## src/hdl/dfiir_pkg.sv

```systemverilog
// ----------------------------------------------------------------------------
// dfiir_pkg
// Shared types and constants of the direct-form I filter: gain format,
// datapath issue control and the microcode program of the sequencer.
// ----------------------------------------------------------------------------
package dfiir_pkg;

  // Gain format: signed Q2.16
  localparam int GAIN_W    = 18;
  localparam int FRAC_BITS = 16;
  localparam logic signed [GAIN_W-1:0] GAIN_ONE = GAIN_W'(65536);

  // Input word kinds (carried on tuser)
  localparam logic OP_FILTER = 1'b0;
  localparam logic OP_CLEAR  = 1'b1;

  // Jump conditions of the sequencer
  typedef enum logic [2:0] {
    JC_NEVER    = 3'd0,
    JC_ALWAYS   = 3'd1,
    JC_NO_START = 3'd2,
    JC_FF_MORE  = 3'd3,
    JC_FB_MORE  = 3'd4,
    JC_NO_FB    = 3'd5,
    JC_OUT_BUSY = 3'd6
  } jcond_t;

  localparam int PC_W = 3;

  // Step addresses
  localparam logic [PC_W-1:0] STEP_IDLE   = 3'd0;
  localparam logic [PC_W-1:0] STEP_FF     = 3'd1;
  localparam logic [PC_W-1:0] STEP_FB_CHK = 3'd2;
  localparam logic [PC_W-1:0] STEP_FB     = 3'd3;
  localparam logic [PC_W-1:0] STEP_DRAIN0 = 3'd4;
  localparam logic [PC_W-1:0] STEP_DRAIN1 = 3'd5;
  localparam logic [PC_W-1:0] STEP_FIN    = 3'd6;
  localparam logic [PC_W-1:0] STEP_RET    = 3'd7;

  // One control word per step
  typedef struct packed {
    logic            take;      // input port open
    logic            ff_issue;  // issue one feed-forward tap
    logic            fb_issue;  // issue one feedback tap
    logic            fin;       // round, saturate, load output word
    jcond_t          cond;      // jump when true ...
    logic [PC_W-1:0] target;    // ... to here, else fall through
  } ctl_word_t;

  // Issue control toward the multiply-accumulate unit
  typedef struct packed {
    logic vld;
    logic sub;
  } mac_ctl_t;

  localparam int PROG_LEN = 8;

  localparam ctl_word_t UCODE [PROG_LEN] = '{
    '{1'b1, 1'b0, 1'b0, 1'b0, JC_NO_START, STEP_IDLE},   // wait for a word
    '{1'b0, 1'b1, 1'b0, 1'b0, JC_FF_MORE,  STEP_FF},     // feed-forward taps
    '{1'b0, 1'b0, 1'b0, 1'b0, JC_NO_FB,    STEP_DRAIN0}, // skip empty feedback
    '{1'b0, 1'b0, 1'b1, 1'b0, JC_FB_MORE,  STEP_FB},     // feedback taps
    '{1'b0, 1'b0, 1'b0, 1'b0, JC_NEVER,    STEP_IDLE},   // pipeline drain
    '{1'b0, 1'b0, 1'b0, 1'b0, JC_NEVER,    STEP_IDLE},   // pipeline drain
    '{1'b0, 1'b0, 1'b0, 1'b1, JC_OUT_BUSY, STEP_FIN},    // result out
    '{1'b0, 1'b0, 1'b0, 1'b0, JC_ALWAYS,   STEP_IDLE}    // back to idle
  };

endpackage

```

## src/hdl/direct_form_iir_filter_core.sv

```systemverilog
// ----------------------------------------------------------------------------
// direct_form_iir_filter_core
// Direct-form I filter with a microcoded sequencer over one shared
// multiply-accumulate unit.
// ----------------------------------------------------------------------------
// Usage:
//   Input stream s_*: tdata carries the signed sample, tuser the kind
//   (filter one sample, or clear both histories). A clear gives no result.
//   Output stream m_*: tdata carries the filtered sample and the clip flag.
//   Gains are written through cfg_we/cfg_index/cfg_data while the block is
//   idle; feed-forward gains come first, then feedback gains.
// Timing:
//   The sequencer walks the taps one per cycle through the shared multiplier,
//   feed-forward taps first, then feedback taps; after the drain steps the
//   result word is loaded in the finish step. A clear word is taken in the
//   idle step, which the sequencer does not leave for it.
// Reset:
//   Histories read as zero, ff gain 0 is 1.0 and all other gains are zero.
// Stall:
//   A finished word waits in the output register; the next word is accepted
//   meanwhile and its result waits in the finish step until the register
//   frees up.
// ----------------------------------------------------------------------------
module direct_form_iir_filter_core #(
  parameter int FF_TAPS      = 5,
  parameter int FB_TAPS      = 3,
  parameter int SAMPLE_WIDTH = 16
) (
  input  logic clk,
  input  logic rst,
  // slave side: tdata = {pad, sample}; tuser = op
  input  logic                                  s_tvalid,
  output logic                                  s_tready,
  input  logic [((SAMPLE_WIDTH+7)/8)*8-1:0]     s_tdata,
  input  logic                                  s_tuser,
  // master side: tdata = {pad, saturated, filtered}
  output logic                                  m_tvalid,
  input  logic                                  m_tready,
  output logic [((SAMPLE_WIDTH+8)/8)*8-1:0]     m_tdata,
  // configuration write port
  input  logic                                  cfg_we,
  input  logic [$clog2(FF_TAPS+FB_TAPS+1)-1:0]  cfg_index,
  input  logic [dfiir_pkg::GAIN_W-1:0]          cfg_data
);
  import dfiir_pkg::*;

  localparam int OUT_W    = ((SAMPLE_WIDTH + 8) / 8) * 8;
  localparam int CFG_IW   = $clog2(FF_TAPS + FB_TAPS + 1);
  localparam bit HAS_FB   = (FB_TAPS > 0);
  localparam int FB_DEPTH = HAS_FB ? FB_TAPS : 1;
  localparam int FF_AW    = (FF_TAPS > 1) ? $clog2(FF_TAPS) : 1;
  localparam int FB_AW    = (FB_DEPTH > 1) ? $clog2(FB_DEPTH) : 1;
  localparam int MAX_T    = (FF_TAPS > FB_DEPTH) ? FF_TAPS : FB_DEPTH;
  localparam int TAP_W    = $clog2(MAX_T + 1);
  localparam int ACC_W    = SAMPLE_WIDTH + GAIN_W + $clog2(FF_TAPS + FB_TAPS + 1) + 1;

  // sequencer
  logic [PC_W-1:0] pc, pc_next;
  ctl_word_t       ctl;
  logic            jump;
  logic [TAP_W-1:0] tap;
  logic            ff_last, fb_last;
  logic            accept, push, clr, out_busy, fin_load;

  // histories and gains
  logic signed [SAMPLE_WIDTH-1:0] x_mem [FF_TAPS];
  logic [FF_TAPS-1:0]             x_valid;
  logic [FF_AW-1:0]               xh, xh_next, xrp;
  logic signed [SAMPLE_WIDTH-1:0] y_mem [FB_DEPTH];
  logic [FB_DEPTH-1:0]            y_valid;
  logic [FB_AW-1:0]               yh, yh_next, yrp;
  logic signed [GAIN_W-1:0]       ff_mem [FF_TAPS];
  logic [FF_TAPS-1:0]             ff_gv;
  logic signed [GAIN_W-1:0]       fb_mem [FB_DEPTH];
  logic [FB_DEPTH-1:0]            fb_gv;
  logic [FF_AW-1:0]               ff_gaddr;
  logic [FB_AW-1:0]               fb_gaddr;
  logic [CFG_IW-1:0]              fb_cidx;

  // read stage
  logic signed [SAMPLE_WIDTH-1:0] x_rd, y_rd;
  logic signed [GAIN_W-1:0]       ffg_rd, fbg_rd;
  mac_ctl_t                       rd_ctl;
  logic signed [SAMPLE_WIDTH-1:0] mac_smp;
  logic signed [GAIN_W-1:0]       mac_gain;
  logic signed [SAMPLE_WIDTH-1:0] mac_y;
  logic                           mac_sat, mac_busy;

  // control word decode and jump
  assign ctl      = UCODE[pc];
  assign s_tready = ctl.take;
  assign accept   = s_tvalid && s_tready;
  assign push     = accept && (s_tuser == OP_FILTER);
  assign clr      = accept && (s_tuser == OP_CLEAR);
  assign out_busy = m_tvalid && !m_tready;
  assign fin_load = ctl.fin && !out_busy;
  assign ff_last  = (tap == TAP_W'(FF_TAPS - 1));
  assign fb_last  = (tap == TAP_W'(FB_DEPTH - 1));

  always_comb begin
    unique case (ctl.cond)
      JC_NEVER:    jump = 1'b0;
      JC_ALWAYS:   jump = 1'b1;
      JC_NO_START: jump = !push;
      JC_FF_MORE:  jump = !ff_last;
      JC_FB_MORE:  jump = !fb_last;
      JC_NO_FB:    jump = !HAS_FB;
      JC_OUT_BUSY: jump = out_busy;
      default:     jump = 1'b0;
    endcase
    pc_next = jump ? ctl.target : pc + PC_W'(1);
  end

  always_ff @(posedge clk) begin
    if (rst) begin
      pc  <= STEP_IDLE;
      tap <= '0;
    end else begin
      pc <= pc_next;
      if (ctl.ff_issue) begin
        tap <= ff_last ? '0 : tap + TAP_W'(1);
      end else if (ctl.fb_issue) begin
        tap <= fb_last ? '0 : tap + TAP_W'(1);
      end
    end
  end

  // circular history pointers, newest entry at the head
  assign xh_next = (xh == '0) ? FF_AW'(FF_TAPS - 1) : xh - FF_AW'(1);
  assign yh_next = (yh == '0) ? FB_AW'(FB_DEPTH - 1) : yh - FB_AW'(1);

  always_ff @(posedge clk) begin
    if (rst) begin
      xh <= '0;
      yh <= '0;
    end else begin
      if (push) begin
        xh <= xh_next;
      end
      if (fin_load && HAS_FB) begin
        yh <= yh_next;
      end
    end
    if (push) begin
      xrp <= xh_next;
    end else if (ctl.ff_issue) begin
      xrp <= (xrp == FF_AW'(FF_TAPS - 1)) ? '0 : xrp + FF_AW'(1);
    end
    if (ctl.fb_issue) begin
      yrp <= (yrp == FB_AW'(FB_DEPTH - 1)) ? '0 : yrp + FB_AW'(1);
    end else begin
      yrp <= yh;
    end
  end

  // history valid bits: unwritten entries read as zero
  always_ff @(posedge clk) begin
    if (rst || clr) begin
      x_valid <= '0;
      y_valid <= '0;
    end else begin
      if (push) begin
        x_valid[xh_next] <= 1'b1;
      end
      if (fin_load && HAS_FB) begin
        y_valid[yh_next] <= 1'b1;
      end
    end
  end

  // history memories
  always_ff @(posedge clk) begin
    if (push) begin
      x_mem[xh_next] <= s_tdata[SAMPLE_WIDTH-1:0];
    end
    x_rd <= x_valid[xrp] ? x_mem[xrp] : '0;
  end

  always_ff @(posedge clk) begin
    if (fin_load && HAS_FB) begin
      y_mem[yh_next] <= mac_y;
    end
    y_rd <= y_valid[yrp] ? y_mem[yrp] : '0;
  end

  // gain memories; an unwritten entry reads its reset value
  assign fb_cidx  = cfg_index - CFG_IW'(FF_TAPS);
  assign ff_gaddr = tap[FF_AW-1:0];
  assign fb_gaddr = tap[FB_AW-1:0];

  always_ff @(posedge clk) begin
    if (rst) begin
      ff_gv <= '0;
      fb_gv <= '0;
    end else if (cfg_we) begin
      if (cfg_index < CFG_IW'(FF_TAPS)) begin
        ff_gv[cfg_index[FF_AW-1:0]] <= 1'b1;
      end else if (HAS_FB && (cfg_index < CFG_IW'(FF_TAPS + FB_TAPS))) begin
        fb_gv[fb_cidx[FB_AW-1:0]] <= 1'b1;
      end
    end
  end

  always_ff @(posedge clk) begin
    if (cfg_we && (cfg_index < CFG_IW'(FF_TAPS))) begin
      ff_mem[cfg_index[FF_AW-1:0]] <= cfg_data;
    end
    if (ff_gv[ff_gaddr]) begin
      ffg_rd <= ff_mem[ff_gaddr];
    end else begin
      ffg_rd <= (ff_gaddr == '0) ? GAIN_ONE : '0;
    end
  end

  always_ff @(posedge clk) begin
    if (cfg_we && HAS_FB && (cfg_index >= CFG_IW'(FF_TAPS))
        && (cfg_index < CFG_IW'(FF_TAPS + FB_TAPS))) begin
      fb_mem[fb_cidx[FB_AW-1:0]] <= cfg_data;
    end
    fbg_rd <= fb_gv[fb_gaddr] ? fb_mem[fb_gaddr] : '0;
  end

  // read stage control
  always_ff @(posedge clk) begin
    if (rst) begin
      rd_ctl <= '0;
    end else begin
      rd_ctl.vld <= ctl.ff_issue || ctl.fb_issue;
      rd_ctl.sub <= ctl.fb_issue;
    end
  end

  assign mac_smp  = rd_ctl.sub ? y_rd : x_rd;
  assign mac_gain = rd_ctl.sub ? fbg_rd : ffg_rd;

  dfiir_mac #(
    .SAMPLE_WIDTH (SAMPLE_WIDTH),
    .ACC_W        (ACC_W)
  ) u_mac (
    .clk       (clk),
    .rst       (rst),
    .clear_acc (push),
    .iss       (rd_ctl),
    .smp       (mac_smp),
    .gain      (mac_gain),
    .y         (mac_y),
    .sat       (mac_sat),
    .busy      (mac_busy)
  );

  // output register
  always_ff @(posedge clk) begin
    if (rst) begin
      m_tvalid <= 1'b0;
    end else if (fin_load) begin
      m_tvalid <= 1'b1;
    end else if (m_tready) begin
      m_tvalid <= 1'b0;
    end
    if (fin_load) begin
      m_tdata <= OUT_W'({mac_sat, mac_y});
    end
  end

  // pipeline is empty whenever a new word may enter
  a_idle_drained: assert property (@(posedge clk) disable iff (rst)
    s_tready |-> !rd_ctl.vld && !mac_busy)
    else $error("multiply pipeline busy while accepting input");

  // the accumulator is complete when the result is taken
  a_fin_drained: assert property (@(posedge clk) disable iff (rst)
    ctl.fin |-> !rd_ctl.vld && !mac_busy)
    else $error("result taken before accumulation finished");

  // every tap walk starts from tap zero
  a_tap_start: assert property (@(posedge clk) disable iff (rst)
    push |=> tap == '0)
    else $error("tap counter not at zero at item start");

endmodule

```

## src/hdl/dfiir_mac.sv

```systemverilog
// ----------------------------------------------------------------------------
// dfiir_mac
// Shared multiply-accumulate unit: registered product, exact accumulator,
// round-to-nearest, shift by the gain fraction and saturation.
// ----------------------------------------------------------------------------
module dfiir_mac #(
  parameter int SAMPLE_WIDTH = 16,
  parameter int ACC_W        = 42
) (
  input  logic                           clk,
  input  logic                           rst,
  input  logic                           clear_acc,
  input  dfiir_pkg::mac_ctl_t            iss,
  input  logic signed [SAMPLE_WIDTH-1:0] smp,
  input  logic signed [dfiir_pkg::GAIN_W-1:0] gain,
  output logic signed [SAMPLE_WIDTH-1:0] y,
  output logic                           sat,
  output logic                           busy
);
  import dfiir_pkg::*;

  localparam int PROD_W = SAMPLE_WIDTH + GAIN_W;
  localparam logic signed [ACC_W-1:0] MAXV = ACC_W'((64'sd1 <<< (SAMPLE_WIDTH - 1)) - 1);
  localparam logic signed [ACC_W-1:0] MINV = -MAXV - ACC_W'(1);
  localparam logic signed [ACC_W:0]   HALF = (ACC_W+1)'(64'sd1 <<< (FRAC_BITS - 1));

  logic signed [PROD_W-1:0] prod;
  mac_ctl_t                 p_ctl;
  logic signed [ACC_W-1:0]  acc;
  logic signed [ACC_W:0]    rnd;
  logic signed [ACC_W-1:0]  shifted;

  // product stage
  always_ff @(posedge clk) begin
    if (rst) begin
      p_ctl <= '0;
    end else begin
      p_ctl <= iss;
    end
    prod <= smp * gain;
  end

  // accumulate, feedback terms subtracted
  always_ff @(posedge clk) begin
    if (clear_acc) begin
      acc <= '0;
    end else if (p_ctl.vld) begin
      if (p_ctl.sub) begin
        acc <= acc - ACC_W'(prod);
      end else begin
        acc <= acc + ACC_W'(prod);
      end
    end
  end

  // round half up, drop the fraction, clip
  always_comb begin
    rnd     = (ACC_W+1)'(acc) + HALF;
    shifted = ACC_W'(rnd >>> FRAC_BITS);
    sat     = 1'b0;
    y       = shifted[SAMPLE_WIDTH-1:0];
    if (shifted > MAXV) begin
      y   = MAXV[SAMPLE_WIDTH-1:0];
      sat = 1'b1;
    end else if (shifted < MINV) begin
      y   = MINV[SAMPLE_WIDTH-1:0];
      sat = 1'b1;
    end
  end

  assign busy = p_ctl.vld;

endmodule

```

## config.mk

```make
export PLATFORM = sky130hd
export DESIGN_NAME = direct_form_iir_filter_core
export DESIGN_NICKNAME = d
export VERILOG_FILES = /design/src/hdl/dfiir_pkg.sv /design/src/hdl/direct_form_iir_filter_core.sv /design/src/hdl/dfiir_mac.sv
export SDC_FILE = /design/constraint.sdc
export NUM_CORES = 1
export LEC_CHECK = 0
export BUFFER_PORTS_ARGS = -buffer_cell sky130_fd_sc_hd__clkbuf_2
export CAP_MARGIN = 10
export CORE_MARGIN = 3
export CORE_UTILIZATION = 50
export CTS_BUF_LIST = sky130_fd_sc_hd__clkbuf_16
export DETAILED_ROUTE_END_ITERATION = 16
export GPL_ROUTABILITY_DRIVEN = 0
export PLACE_DENSITY = 0.76
export SYNTH_ARGS = -nofsm -noshare
export SYNTH_HDL_FRONTEND = slang
export SYNTH_HIERARCHICAL = 1
export SYNTH_SLANG_ARGS = --single-unit
```

## constraint.sdc

```tcl
create_clock -name clk -period 21.3 [get_ports clk]
set_input_delay 3.195 -clock clk [delete_from_list [all_inputs] [get_ports clk]]
set_output_delay 3.195 -clock clk [all_outputs]
set_load 0.01 [all_outputs]
```

==> flow_metrics.env <==
export IMPL_finalSetupTns_ns=0
export IMPL_finalWorstSetupSlack_ns=13.37
export IMPL_fin_worst_skew_ns=0.0297
export IMPL_nNetsFinal=3261
export IMPL_yosysUniqueCellTypes=85
export IMPL_syn2layout_area_growth_pct=8.67
export IMPL_cap_violations=0
export IMPL_yosysWarnings=6
export IMPL_rows=90
export IMPL_viasPerCell=5.52
export IMPL_regArea_sq_mm=0.0123
export IMPL_grt_usage_pct=20.7
export IMPL_cts_tree="yes"
export IMPL_grt_overflow=0
export IMPL_netlist_area_sq_mm=0.0308
export IMPL_final_cell_area_sq_mm=0.0335
export IMPL_die_area_sq_mm=0.0646
export IMPL_wl_per_cell_um=18.3
export IMPL_slew_headroom_pct=15.7
export IMPL_hold_ws_ns=0.471
export IMPL_crit_type="flop to flop"
export IMPL_grt_setup_unrepaired="false"
export IMPL_synth_edff_count=292
export IMPL_ys_top_cells_by_area="edfxtp_1 (28%), fa_1 (19%), dfxtp_1 (12%)"
export IMPL_drcViolationCount=0
export IMPL_power_total_mw=3.07
export IMPL_die_w_um=254
export IMPL_clock_latency_ns=0.59
export IMPL_synth_top_area_cell="edfxtp_1"
export IMPL_yosysSeqAreaShare_pct=40.1
export IMPL_grt_max_degree=54
export IMPL_placed_area_sq_mm=0.0318
export IMPL_n_antenna_cell=0
export IMPL_cp_end_kind="flop"
export IMPL_place_ws_ns=13.41
export IMPL_tightestPinTransition_ns=1.26
export IMPL_hold_buffers=0
export IMPL_grt_pass1_vias=20416
export IMPL_n_fill_cell=4914
export IMPL_hold_viol_final=0
export IMPL_num_vias=19932
export IMPL_ys_async_sr_fraction_pct=0
export IMPL_ys_seq_elements=470
export IMPL_routed_wirelength_um=66100
export IMPL_die_y_um=254
export IMPL_multi_input_comb_area_sq_mm=0.0165
export IMPL_numPortBuffers=62
export IMPL_dp_cells=3517
export IMPL_fin_cells=3608
export IMPL_netlist_instances=2760
export IMPL_cts_buffers=48
export IMPL_cts_root_buf="clkbuf_16"
export IMPL_critical_path_required_ns=21.79
export IMPL_slew_viol_final=0
export IMPL_core_area_sq_mm=0.0606
export IMPL_start_util_pct=50.8
export IMPL_p_per_area_mw_per_mm2=91.8
export IMPL_period_share_pct=37.2
export IMPL_drt_iter0_drc=1499
export IMPL_drive_above_1_share_pct=9.24
export IMPL_cp_max_fo=19
export IMPL_fin_util_pct=55.2
export IMPL_clk_path_buf_depth=3
export IMPL_hold_class="flop to flop"
export IMPL_p_leak_nw=13.8
export IMPL_ios=70
export IMPL_firstDrtPassIters=5
export IMPL_yosys_most_used_dff="edfxtp_1"
export IMPL_grt_antenna_before_repair=1
export IMPL_synth_area_per_cell_sq_um=11.2
export IMPL_peakVddDrop_v=0.0000869
export IMPL_cts_resized=0
export IMPL_clkSlewWorstSetupHoldPaths_ns=0.06
export IMPL_clock_sinks=470
export IMPL_status="finished clean"
export IMPL_ant_nets=0
export IMPL_dpl_hpwl_um=49100
export IMPL_synthDominantCellAreaShare_pct=28.5
export IMPL_fmax_mhz=126
export IMPL_grt_pass1_wl_um=107000
export IMPL_startpoint_type="flop"
export IMPL_htreeDepth=2
export IMPL_finalSetupViolCount=0
export IMPL_post_cts_setup_buffers=0
export IMPL_arrival_ns=8.41
export IMPL_min_period_ns=7.93
[synthesized netlist by cell type (12+ instances only)]
master / number
mux2i_1: 100
nor2_1: 227
nand2_1: 206
nand3_1: 27
nand2b_1: 32
nor2b_1: 18
mux2_2: 34
xor2_1: 31
xnor2_1: 92
o21ai_0: 68
inv_1: 395
and2_1: 121
dfxtp_1: 178
fa_1: 291
clkbuf_1: 76
a21oi_1: 128
buf_2: 12
ha_1: 140
o21a_1: 18
edfxtp_1: 292
nor3_1: 18
a21o_1: 37
mux4_2: 36
[cell usage in the layout (no fill, tap or decap), types with 62 or more instances in the layout]
master / n
and2_1: 121
clkbuf_2: 62
nor2_1: 225
inv_1: 400
a21oi_1: 128
fa_1: 291
nand2_1: 206
mux2i_1: 100
ha_1: 140
o21ai_0: 68
edfxtp_1: 292
dfxtp_1: 177
xnor2_1: 92
[metal layers]
layer / track usage (%) / part of all wire (%) / vias up
met4: 5.72 / 2.2 / 0
met1: 28.1 / 43 / 10005
met3: 3.78 / 7.1 / 97
met2: 34.6 / 48 / 675
met5: 0 / 0 / -
li1: - / - / 9155
[sequential cells by signal (all words and copies together), names as in the netlist, 3 cells and up, named ones only]
name	count
ff_mem	90
ff_gaddr	3
m_tdata	17
xh	3
ffg_rd	18
y_mem	48
xrp	3
pc	3
fb_mem	54
x_rd	16
u_mac/prod	34
y_rd	16
u_mac/acc	39
x_valid	5
fbg_rd	18
y_valid	3
ff_gv	5
fb_gv	3
x_mem	80
[critical path, stage by stage (launching register included)]
cell	delay (ns)
dfxtp_1	0.83
buf_4	0.39
mux2_2	0.36
clkinv_1	0.40
nor2_1	0.28
fa_1	0.45
fa_1	0.53
fa_1	0.55
fa_1	0.57
fa_1	0.56
inv_1	0.05
fa_1	0.52
inv_1	0.04
ha_1	0.35
a21oi_1	0.09
nor2b_1	0.12
o21ai_0	0.08
nand2b_1	0.14
a221oi_1	0.13
o41ai_1	0.81
a221oi_1	0.18
o21bai_1	0.23
xnor2_1	0.15
[final cells by class]
class	count	area share [%]
Multi-Input combinational cell	1786	49.4
Sequential cell	470	36.9
Inverter	396	4.44
Clock buffer	50	3.74
Tap cell	782	2.92
Timing Repair Buffer	84	1.48
Clock inverter	40	1.18
[where the power goes]
group / total, mW / internal (mW) / switching (mW) / leakage (nW)
Clock: 0.859 / 0.503 / 0.357 / 0.799
Sequential: 1.16 / 1.09 / 0.0704 / 4.08
Combinational: 1.05 / 0.427 / 0.626 / 8.92
[logic make-up (layout without fill, tap and decap cells)]
kind of cell	Yosys count	after routing	share of synthesized area [%]
adder cells (fa/ha/maj)	431	431	24.6
AO/OA/AOI/OAI	335	335	6.84
other	1	7	0.0122
buffers and inverters	510	570	6.49
AND/OR/NAND/NOR	718	718	11.3
flip-flops	470	470	40.1
multiplexers	172	172	7.23
XOR/XNOR	123	123	3.50
[final timing paths]
check / start / to / slack [ns] / cells after the start
worst max-delay path: rd_ctl[0]$_SDFF_PP0_ / u_mac/prod[33]$_DFF_P_ / 13.37 / 22
worst min-delay path: x_valid[3]$_SDFFE_PP0N_ / x_valid[3]$_SDFFE_PP0N_ / 0.47 / 1
worst max register to register: rd_ctl[0]$_SDFF_PP0_ / u_mac/prod[33]$_DFF_P_ / 13.37 / 22
worst min register to register: x_valid[3]$_SDFFE_PP0N_ / x_valid[3]$_SDFFE_PP0N_ / 0.47 / 1
No activity file was read; power rests on OpenSTA's default activity.
